==> src/rtl/icrr_pkg.sv <==
// icrr_pkg: shared types and constants for the intron cut range rebuilder.
// Depends on nothing; imported by every module of the block.
`timescale 1ns / 1ps

package icrr_pkg;

    localparam int unsigned PosW  = 32;
    localparam int unsigned CfgW  = 20;
    localparam int unsigned NeedW = CfgW + 2;   // 2*delta + min_remaining

    // Configuration register indexes
    localparam int unsigned CfgIdxW = 1;
    localparam logic [CfgIdxW-1:0] CFG_INTRON_DELTA  = 1'd0;
    localparam logic [CfgIdxW-1:0] CFG_MIN_REMAINING = 1'd1;

    // Output queue: room for two results of one exon plus slack
    localparam int unsigned QDepth = 4;
    localparam int unsigned QPtrW  = $clog2(QDepth);
    localparam int unsigned QCntW  = $clog2(QDepth + 1);

    typedef struct packed {
        logic [PosW-1:0] range_start;
        logic [PosW-1:0] range_end;
        logic            last_range;
    } range_t;

    // Results of one exon, packed from slot 0 upwards
    typedef struct packed {
        logic [1:0] count;
        range_t     r0;
        range_t     r1;
    } push_t;

endpackage

==> src/rtl/intron_cut_range_rebuilder.sv <==
// An accepted request is registered in the input register, and its result in the output queue.
// Throughput: one exon per cycle while the queue has room for two; an exon whose gap
// is cut and which is also the last one gives two results, which leave the 4-entry
// output queue one a cycle while m_tready is high. The input register takes a new
// request whenever the queue has room for two. Reset (rst_n, asynchronous, active low)
// clears the chain, both registers and the queue.
`timescale 1ns / 1ps

module intron_cut_range_rebuilder (
    input  logic                          clk,
    input  logic                          rst_n,
    input  logic                          cfg_we,
    input  logic [icrr_pkg::CfgIdxW-1:0]  cfg_index,
    input  logic [icrr_pkg::CfgW-1:0]     cfg_data,
    input  logic                          s_tvalid,
    output logic                          s_tready,
    input  logic [63:0]                   s_tdata,   // [31:0] exon_start, [63:32] exon_end
    input  logic                          s_tlast,   // last_exon
    output logic                          m_tvalid,
    input  logic                          m_tready,
    output logic [63:0]                   m_tdata,   // [31:0] range_start, [63:32] range_end
    output logic                          m_tlast    // last_range
);
    import icrr_pkg::*;

    logic            in_valid_reg;
    logic [PosW-1:0] in_start_reg;
    logic [PosW-1:0] in_end_reg;
    logic            in_last_reg;
    logic            room2;
    logic            take;
    logic            s_accept;
    push_t           push;
    range_t          out_data;

    assign take     = in_valid_reg && room2;
    assign s_tready = !in_valid_reg || room2;
    assign s_accept = s_tvalid && s_tready;

    // input register
    always_ff @(posedge clk or negedge rst_n)
    begin
        if (!rst_n)
        begin
            in_valid_reg <= 1'b0;
        end
        else if (s_tready)
        begin
            in_valid_reg <= s_tvalid;
        end
    end

    always_ff @(posedge clk)
    begin
        if (s_accept)
        begin
            in_start_reg <= s_tdata[31:0];
            in_end_reg   <= s_tdata[63:32];
            in_last_reg  <= s_tlast;
        end
    end

    icrr_core u_core (
        .clk        (clk),
        .rst_n      (rst_n),
        .cfg_we     (cfg_we),
        .cfg_index  (cfg_index),
        .cfg_data   (cfg_data),
        .take       (take),
        .exon_start (in_start_reg),
        .exon_end   (in_end_reg),
        .last_exon  (in_last_reg),
        .push       (push)
    );

    icrr_out_queue u_queue (
        .clk       (clk),
        .rst_n     (rst_n),
        .push      (push),
        .room2     (room2),
        .out_valid (m_tvalid),
        .out_ready (m_tready),
        .out_data  (out_data)
    );

    assign m_tdata = {out_data.range_end, out_data.range_start};
    assign m_tlast = out_data.last_range;

endmodule

==> src/rtl/icrr_core.sv <==
// icrr_core: chain state, configuration registers and the cut/bridge decision.
// Depends on icrr_pkg.
`timescale 1ns / 1ps

module icrr_core (
    input  logic                          clk,
    input  logic                          rst_n,
    input  logic                          cfg_we,
    input  logic [icrr_pkg::CfgIdxW-1:0]  cfg_index,
    input  logic [icrr_pkg::CfgW-1:0]     cfg_data,
    input  logic                          take,
    input  logic [icrr_pkg::PosW-1:0]     exon_start,
    input  logic [icrr_pkg::PosW-1:0]     exon_end,
    input  logic                          last_exon,
    output icrr_pkg::push_t               push
);
    import icrr_pkg::*;

    logic [CfgW-1:0]  delta_reg;
    logic [CfgW-1:0]  min_rem_reg;
    logic             chain_open_reg, chain_open_next;
    logic [PosW-1:0]  run_start_reg, run_start_next;
    logic [PosW-1:0]  prev_end_reg;

    logic [PosW-1:0]  gap;
    logic [NeedW-1:0] need;
    logic             cut;
    logic [PosW-1:0]  delta_ext;

    // gap length = start - prev_end - 1, only meaningful when start > prev_end
    always_comb
    begin
        delta_ext = {{(PosW-CfgW){1'b0}}, delta_reg};
        gap       = exon_start - prev_end_reg - 32'd1;
        need      = {1'b0, delta_reg, 1'b0} + {2'b00, min_rem_reg};
        cut       = chain_open_reg && (exon_start > prev_end_reg)
                    && (gap >= {{(PosW-NeedW){1'b0}}, need});
    end

    // next chain state and the results of this exon
    always_comb
    begin
        run_start_next  = run_start_reg;
        chain_open_next = chain_open_reg;
        if (!chain_open_reg)
        begin
            run_start_next  = exon_start;
            chain_open_next = 1'b1;
        end
        else if (cut)
        begin
            run_start_next = exon_start - delta_ext;
        end
        if (last_exon)
        begin
            chain_open_next = 1'b0;
        end

        push.r0.range_start = run_start_reg;
        push.r0.range_end   = prev_end_reg + delta_ext;
        push.r0.last_range  = 1'b0;
        push.r1.range_start = run_start_next;
        push.r1.range_end   = exon_end;
        push.r1.last_range  = 1'b1;
        if (!cut)
        begin
            push.r0 = push.r1;
        end
        push.count = 2'd0;
        if (take)
        begin
            push.count = {1'b0, cut} + {1'b0, last_exon};
        end
    end

    // configuration registers
    always_ff @(posedge clk or negedge rst_n)
    begin
        if (!rst_n)
        begin
            delta_reg   <= '0;
            min_rem_reg <= '0;
        end
        else if (cfg_we)
        begin
            case (cfg_index)
                CFG_INTRON_DELTA:  delta_reg   <= cfg_data;
                CFG_MIN_REMAINING: min_rem_reg <= cfg_data;
                default:           ;
            endcase
        end
    end

    // chain state
    always_ff @(posedge clk or negedge rst_n)
    begin
        if (!rst_n)
        begin
            chain_open_reg <= 1'b0;
            run_start_reg  <= '0;
            prev_end_reg   <= '0;
        end
        else if (take)
        begin
            chain_open_reg <= chain_open_next;
            run_start_reg  <= run_start_next;
            prev_end_reg   <= exon_end;
        end
    end

endmodule

==> src/rtl/icrr_out_queue.sv <==
// icrr_out_queue: small result queue, up to two pushes and one pop per cycle.
// Depends on icrr_pkg.
`timescale 1ns / 1ps

module icrr_out_queue (
    input  logic            clk,
    input  logic            rst_n,
    input  icrr_pkg::push_t push,
    output logic            room2,
    output logic            out_valid,
    input  logic            out_ready,
    output icrr_pkg::range_t out_data
);
    import icrr_pkg::*;

    range_t           mem_reg [QDepth];
    logic [QPtrW-1:0] wr_ptr_reg, wr_ptr_next;
    logic [QPtrW-1:0] rd_ptr_reg, rd_ptr_next;
    logic [QCntW-1:0] count_reg, count_next;
    logic [QPtrW-1:0] wr_ptr_1;
    logic             pop;

    always_comb
    begin
        pop         = out_valid && out_ready;
        wr_ptr_1    = wr_ptr_reg + {{(QPtrW-1){1'b0}}, 1'b1};
        wr_ptr_next = wr_ptr_reg + push.count[QPtrW-1:0];
        rd_ptr_next = rd_ptr_reg + {{(QPtrW-1){1'b0}}, pop};
        count_next  = count_reg + {{(QCntW-2){1'b0}}, push.count}
                      - {{(QCntW-1){1'b0}}, pop};
    end

    assign out_valid = (count_reg != '0);
    assign out_data  = mem_reg[rd_ptr_reg];
    assign room2     = (count_reg <= QCntW'(QDepth - 2));

    // storage, no reset needed
    always_ff @(posedge clk)
    begin
        if (push.count != 2'd0)
        begin
            mem_reg[wr_ptr_reg] <= push.r0;
        end
        if (push.count == 2'd2)
        begin
            mem_reg[wr_ptr_1] <= push.r1;
        end
    end

    // pointers and fill count
    always_ff @(posedge clk or negedge rst_n)
    begin
        if (!rst_n)
        begin
            wr_ptr_reg <= '0;
            rd_ptr_reg <= '0;
            count_reg  <= '0;
        end
        else
        begin
            wr_ptr_reg <= wr_ptr_next;
            rd_ptr_reg <= rd_ptr_next;
            count_reg  <= count_next;
        end
    end

endmodule

==> config.mk <==
export PLATFORM = sky130hd
export DESIGN_NAME = intron_cut_range_rebuilder
export DESIGN_NICKNAME = d
export VERILOG_FILES = /design/src/rtl/icrr_pkg.sv /design/src/rtl/intron_cut_range_rebuilder.sv /design/src/rtl/icrr_core.sv /design/src/rtl/icrr_out_queue.sv
export SDC_FILE = /design/constraint.sdc
export NUM_CORES = 1
export LEC_CHECK = 0
export ABC_AREA = 1
export BUFFER_PORTS_ARGS = -buffer_cell sky130_fd_sc_hd__buf_2
export CAP_MARGIN = 40
export CORE_MARGIN = 5
export CORE_UTILIZATION = 45
export DETAILED_ROUTE_END_ITERATION = 6
export PLACE_DENSITY = 0.69
export SYNTH_ARGS = -nofsm -noshare
export SYNTH_HDL_FRONTEND = slang
export SYNTH_SLANG_ARGS = --single-unit
==> constraint.sdc <==
create_clock -name clk -period 7.4 [get_ports clk]
set_clock_uncertainty 0.15 [all_clocks]
set_input_delay 1.48 -clock clk [delete_from_list [all_inputs] [get_ports clk]]
set_output_delay 1.48 -clock clk [all_outputs]
set_load 0.005 [all_outputs]
==> results of run 1 <==
==> final cells by class <==
type | instances | area, sq um
fill | 5714 | 29600
clock buffer | 58 | 1320
clock inverter | 36 | 384
timing repair buffer | 200 | 1230
inverter | 355 | 1330
multi-input combinational | 2457 | 12600
sequential | 438 | 12600
tap | 782 | 978
==> per-stage QoR <==
stage | hold slack (ps) | power, uW | instance area (sq um) | setup WS [ps]
2_1_floorplan | 294 | 8410 | 27100 | 546
3_3_place_gp | 309 | 10600 | 28600 | 935
3_5_place_dp | 316 | 10700 | 28700 | 925
4_1_cts | 329 | 13300 | 30400 | 879
5_1_grt | 338 | 14300 | 30400 | 315
6_report | 331 | 13400 | 30400 | 862
==> logic make-up (layout without fill, tap and decap cells) <==
| group | after synthesis | count (layout) | share of synthesized area (%) |
|---|---|---|---|
| mux | 4 | 4 | 0.166 |
| buf+inv | 498 | 649 | 7.15 |
| xor+xnor | 91 | 91 | 2.94 |
| simple gates | 1616 | 1616 | 25.0 |
| compound gates | 621 | 621 | 12.5 |
| flops | 438 | 438 | 46.3 |
| fa+ha+maj | 125 | 125 | 5.92 |
==> power by group <==
part	switching, uW	internal, uW
Sequential	500	3330
Combinational	4840	2180
Clock	1080	1500
==> worst max-delay path, delay by kind of cell, from the launching register on <==
| kind | cells | cell delay [ps] |
|---|---|---|
| compound gates | 8 | 1590 |
| fa+ha+maj | 4 | 1240 |
| buf+inv | 6 | 1290 |
| flops | 1 | 420 |
| simple gates | 15 | 1660 |
==> placed cells by master, fill, tap and decap left out, types with 4 or more instances in the layout <==
master / netlist / final
buf_4: 3 / 35
buf_12: 0 / 5
a21oi_1: 98 / 98
nand2_4: 10 / 10
o211ai_1: 27 / 27
mux2_2: 4 / 4
o21ai_1: 44 / 44
a31oi_1: 6 / 6
nand2_2: 11 / 15
a21boi_0: 10 / 10
clkinv_2: 0 / 9
nand4_1: 12 / 12
fa_1: 5 / 5
xnor2_1: 30 / 30
nand3b_1: 5 / 5
inv_1: 345 / 344
o22ai_1: 77 / 77
nor2_2: 5 / 6
inv_2: 10 / 10
buf_2: 11 / 156
or2_2: 19 / 19
nor4_1: 7 / 7
bufinv_16: 0 / 6
clkbuf_16: 0 / 51
o21a_1: 4 / 4
a21o_1: 6 / 6
dfrtp_1: 113 / 110
nor3_1: 22 / 22
clkinv_1: 0 / 12
o21ai_0: 333 / 333
dfxtp_1: 4 / 4
nor2_1: 237 / 234
xor2_1: 61 / 61
nand2_1: 951 / 947
o21bai_1: 8 / 8
edfxtp_1: 321 / 321
nand3_1: 329 / 329
ha_1: 120 / 120
clkbuf_1: 97 / 5
==> cell usage after synthesis (2+ instances only) <==
library cell	instances
o22ai_1	77
nor2_1	237
a21o_1	6
dfrtp_1	113
buf_4	3
nand2_1	951
buf_2	11
xor2_1	61
o21bai_1	8
xnor2_1	30
o211ai_1	27
inv_1	345
o21a_1	4
edfxtp_1	321
nand3_1	329
nand2_2	11
mux2_2	4
nand4_1	12
a211oi_1	3
clkbuf_1	97
a31oi_1	6
and2_1	2
nand2_4	10
o21ai_0	333
nor4_1	7
nor2_2	5
nor3_1	22
a21oi_1	98
ha_1	120
nand3b_1	5
nand3_2	3
a21boi_0	10
buf_6	4
buf_1	27
dfxtp_1	4
o21ai_1	44
fa_1	5
or2_2	19
inv_2	10
==> worst max-delay path by stage <==
stage                                          startpoint                               end  slack, ps
after floorplan           u_core.delta_reg[0]$_DFFE_PN0P_  u_queue.mem_reg[3][10]$_DFFE_PP_        550
after CTS                 u_core.delta_reg[0]$_DFFE_PN0P_  u_queue.mem_reg[1][61]$_DFFE_PP_        880
after detailed placement  u_core.delta_reg[0]$_DFFE_PN0P_  u_queue.mem_reg[1][23]$_DFFE_PP_        920
final                     u_core.delta_reg[0]$_DFFE_PN0P_  u_queue.mem_reg[1][61]$_DFFE_PP_        860
after global placement    u_core.delta_reg[0]$_DFFE_PN0P_  u_queue.mem_reg[0][56]$_DFFE_PP_        930
after global routing      u_core.delta_reg[0]$_DFFE_PN0P_  u_queue.mem_reg[1][32]$_DFFE_PP_        310
==> layer usage <==
| metal | share of wire [%] | wire length [um] | vias to the layer above | global-route usage [%] |
|---|---|---|---|---|
| li1 | - | - | 11600 | - |
| met1 | 41 | 36100 | 11200 | 36.2 |
| met2 | 44 | 38800 | 1251 | 40.8 |
| met3 | 10 | 9260 | 265 | 5.63 |
| met4 | 4.8 | 4220 | 2 | 11.7 |
| met5 | 0.015 | 13 | - | 0 |
==> results.tsv, run 1 <==
metric	value	unit
fin_nets	3718	
critPathKind	flip-flop to flip-flop	
p_leak	0.0138	uW
clockBufferDepth	3	
drive_gt1_share	9.96	%
regToRegSetupSlack	860	ps
critPathArrivalTime	6840	ps
period_minus_slack	6540	ps
synth_ff_type	edfxtp_1	
regToRegEndpoint	u_queue.mem_reg[1][61]$_DFFE_PP_	
tightest_slew	915	ps
drcViolationCount	0	
max_freq	153	MHz
num_rows	90	
antennaDiodeCount	0	
wire_per_inst	20.4	um
yosys_warnings	0	
cts_tree	built	
async_flop_share	25.8	%
grt_max_degree	91	
syn2layout_area_growth	12.4	%
pin_count	158	
synth_area_per_cell	7.98	sq um
max_cap_viol_count	0	
min_period_over_period	88.4	%
min_from	u_core.run_start_reg[25]$_DFFE_PN0P_	
track_usage	26.4	%
dr.pass1.iters	6	
slowest_stage	buf_4	
grt_pass1_vias	22600	
grt_pass1_wl	133	mm
slew_viol_final	0	
clock_sinks	438	
coreArea	60000	sq um
cts_root_buf	clkbuf_16	
min_to	u_core.run_start_reg[25]$_DFFE_PN0P_	
layout.cells.non_filler	4326	
netlist_top_cells_area	edfxtp_1 36%, nand2_1 13%, dfrtp_1 10%	
synth-seq-cells	438	
clkLatencyLatePin	620	ps
final_util	50.7	%
hold_viol_final	0	
grt_overflow	0	
outcome	completed	
worstRegToRegCells	33	
path_clk_slew	60	ps
cts_resized	0	
setup-tns-final	0	ps
worst_hold_path.num_cells	2	
hp-class	flip-flop to flip-flop	
synth_top_area_share	35.6	%
hold_buffers	0	
vias	24300	
gp_congestion	0.992	
largest_register_ffs	260	
setup_violations	0	
cp_slowest_stage_delay	620	ps
place_hpwl	61.1	mm
setup.worst_path.end_class	flip-flop	
htree_levels	2	
syn_area	27100	sq um
dp_cells	4232	
finalWirelength	88.4	mm
rsz0062_at_grt	false	
path_common_cell	nand2_1	
synth_edf_count	321	
die_area	65200	sq um
die_w	255	um
power.ir.vdd_worst	0.269	mV
numCtsBuffers	50	
post_cts_buffers	0	
antenna_left	0	
drt_iter0_drc	2740	
start_util	45.1	%
crit_fanout	43	
slew-limit-headroom	39.0	%
ys_seq_area_share	46.3	%
synth_nets	3609	
io_buffer_count	157	
antenna_found_initial	1	
required	7700	ps
yosysUniqueCellTypes	48	
timing.rr.start	u_core.delta_reg[0]$_DFFE_PN0P_	
power.density	441	nW/um^2
die_h	255	um
yosysTopAreaCell	edfxtp_1	
synthCells	3393	
critPathLaunchType	flip-flop	
routed_via_density	5.62	
(Power assumes the default switching activity.)
==> run 2: changes to the inputs <==
- PLACE_DENSITY: 0.69 -> default
- PLACE_DENSITY_LB_ADDON: default -> 0.3
==> run 2 against run 1 <==
First-iteration DRC count fell by 13%. Clock power decreased by 2%. Non-clock buffer count did not move. Final area barely moved. Sequential power is essentially flat. Total power fell by 0.17%. Combinational power grew 0.9%. Utilization about the same. Wire length is 0.76% higher. Final cell count fell by 0.12%. Largest power group unchanged. Hold slack worse by 2.5 ps. Critical endpoint is now u_queue.mem_reg[0][47]$_DFFE_PP_. Worst setup slack worse by 160 ps.
==> results.tsv, run 2 (synthesis gave the netlist of run 1 again) <==
metric	value	unit	change
cts_tree	built		
numCtsBuffers	49		-2.0%
period_minus_slack	6700	ps	+160 ps
cp_slowest_stage_delay	670	ps	+50 ps
max_cap_viol_count	0		unchanged
setup.worst_path.end_class	flip-flop		
p_int	7010	uW	about the same
hp-class	flip-flop to flip-flop		
min_period_over_period	90.5	%	+2.2 points
regArea	12600	sq um	unchanged
crit_fanout	38		-12%
grt.busiest_layer	met2		
tightest_slew	901	ps	-14.2 ps
io_buffer_count	157		unchanged
path_common_cell	nand2_1		
layout_commonest_cell	nand2_1		
post_cts_buffers	0		unchanged
critPathLaunchType	flip-flop		
start_util	45.1	%	unchanged
finalWirelength	89.1	mm	+0.76%
layout_common_cells	947 x nand2_1, 344 x inv_1, 333 x o21ai_0		
path_clk_slew	60	ps	about the same
combPwrFrac	52.7	%	+0.5 points
drive_gt1_share	9.83	%	-0.13 points
power_frac_clock	18.9	%	-0.4 points
max_freq	149	MHz	-2.4%
regToRegSetupSlack	700	ps	-160 ps
clockBufferDepth	3		unchanged
antenna_found_initial	0		-1
grt_pass1_wl	134	mm	+0.88%
place_hpwl	61.5	mm	+0.66%
slew-limit-headroom	39.9	%	+0.95 points
power_frac_seq	28.3	%	-0.2 points
syn2layout_area_growth	12.3	%	about the same
pin_count	158		unchanged
grt_max_degree	67		-26%
cts_root_buf	clkbuf_16		
clock_sinks	438		unchanged
num_rows	90		unchanged
critPathKind	flip-flop to flip-flop		
coreArea	60000	sq um	unchanged
routed_via_density	5.60		-0.32%
outcome	completed		
path_buf_inv	6		unchanged
drcViolationCount	0		unchanged
die_h	255	um	unchanged
nFillCells	5755		+0.72%
critPathTopFamily	compound AO/OA/AOI/OAI gates		
wire_per_inst	20.6	um	+0.88%
setup_violations	0		unchanged
track_usage	26.7	%	+0.29 points
gp_congestion	0.999		+0.64%
critPathArrivalTime	7030	ps	+190 ps
p_switching	6390	uW	-0.42%
slowest_stage	inv_2		
hold_viol_final	0		unchanged
dr.pass1.iters	7		+1
grt_overflow	0		unchanged
swShare	47.7	%	-0.12 points
htree_levels	2		unchanged
die_w	255	um	unchanged
vias	24200		-0.43%
required	7740	ps	+40 ps
hold_buffers	0		unchanged
use_met3	6.26	%	+0.63 points
antennaDiodeCount	0		unchanged
antenna_left	0		unchanged
largest_register_ffs	260		unchanged
multiInputGateArea	12600	sq um	unchanged
cts_resized	0		unchanged
use_met1	36.4	%	+0.20 points
slew_viol_final	0		unchanged
p_leak	0.0138	uW	about the same
grt_pass1_vias	22900		+1.2%
drt_iter0_drc	2392		-13%
power.density	441	nW/um^2	-0.12%
power.ir.vdd_worst	0.243	mV	-9.5%
fin_nets	3717		-0.027%
power.total	13400	uW	-0.17%
clkLatencyLatePin	620	ps	about the same
rsz0062_at_grt	false		
grt_util_met2	41.6	%	+0.83 points
die_area	65200	sq um	unchanged
setup-tns-final	0	ps	unchanged
run 2: worst paths after layout:
kind,cells past startpoint,from,end
worst min-delay path,2,u_queue.mem_reg[2][0]$_SDFFE_PP1P_,u_queue.mem_reg[2][0]$_SDFFE_PP1P_
worst max register to register,33,u_core.delta_reg[0]$_DFFE_PN0P_,u_queue.mem_reg[0][47]$_DFFE_PP_
worst min register to register,2,u_queue.mem_reg[2][0]$_SDFFE_PP1P_,u_queue.mem_reg[2][0]$_SDFFE_PP1P_
worst max-delay path,33,u_core.delta_reg[0]$_DFFE_PN0P_,u_queue.mem_reg[0][47]$_DFFE_PP_
max in group asynchronous,2,rst_n,u_core.run_start_reg[24]$_DFFE_PN0P_
min in group asynchronous,1,rst_n,u_core.min_rem_reg[11]$_DFFE_PN0P_
run 2: metrics by stage:
stage	utilization, %	hold slack, ps	worst slack [ps]	std cells	area, sq um
after floorplan	-	294	546	3393	27100
after global placement	47.7	312	950	4225	28600
after detailed placement	47.9	313	766	4232	28800
after CTS	50.7	327	748	4321	30400
after global routing	50.7	343	179	4321	30400
final	50.7	329	702	4321	30400
run 2: layout make-up:
cell class / instances / area share [%]
clock buffer: 60 / 4.23
timing repair buffer: 200 / 4.19
tap: 782 / 3.22
sequential: 438 / 41.3
inverter: 355 / 4.39
multi-input combinational: 2457 / 41.5
clock inverter: 29 / 1.18
run 2: worst reg2reg max path: cells and delay by family (launching register included):
| family | cells | cell delay (ps) |
|---|---|---|
| flops | 1 | 420 |
| compound gates | 8 | 1670 |
| simple gates | 15 | 1630 |
| buf+inv | 6 | 1500 |
| fa+ha+maj | 4 | 1230 |
run 2: power groups by stage:
stage	Combinational [uW]	Sequential (uW)	Clock [uW]
5_1_grt	7840	3840	2680
3_5_place_dp	6920	3830	0
2_1_floorplan	4810	3590	0
4_1_cts	6960	3780	2570
6_report	7070	3800	2540
3_3_place_gp	6840	3820	0
run 2: metal layers:
metal	vias up	share of wire, %
met4	0	4.3
met5	-	0
met1	11200	41
met2	1162	45
met3	218	10
li1	11600	-
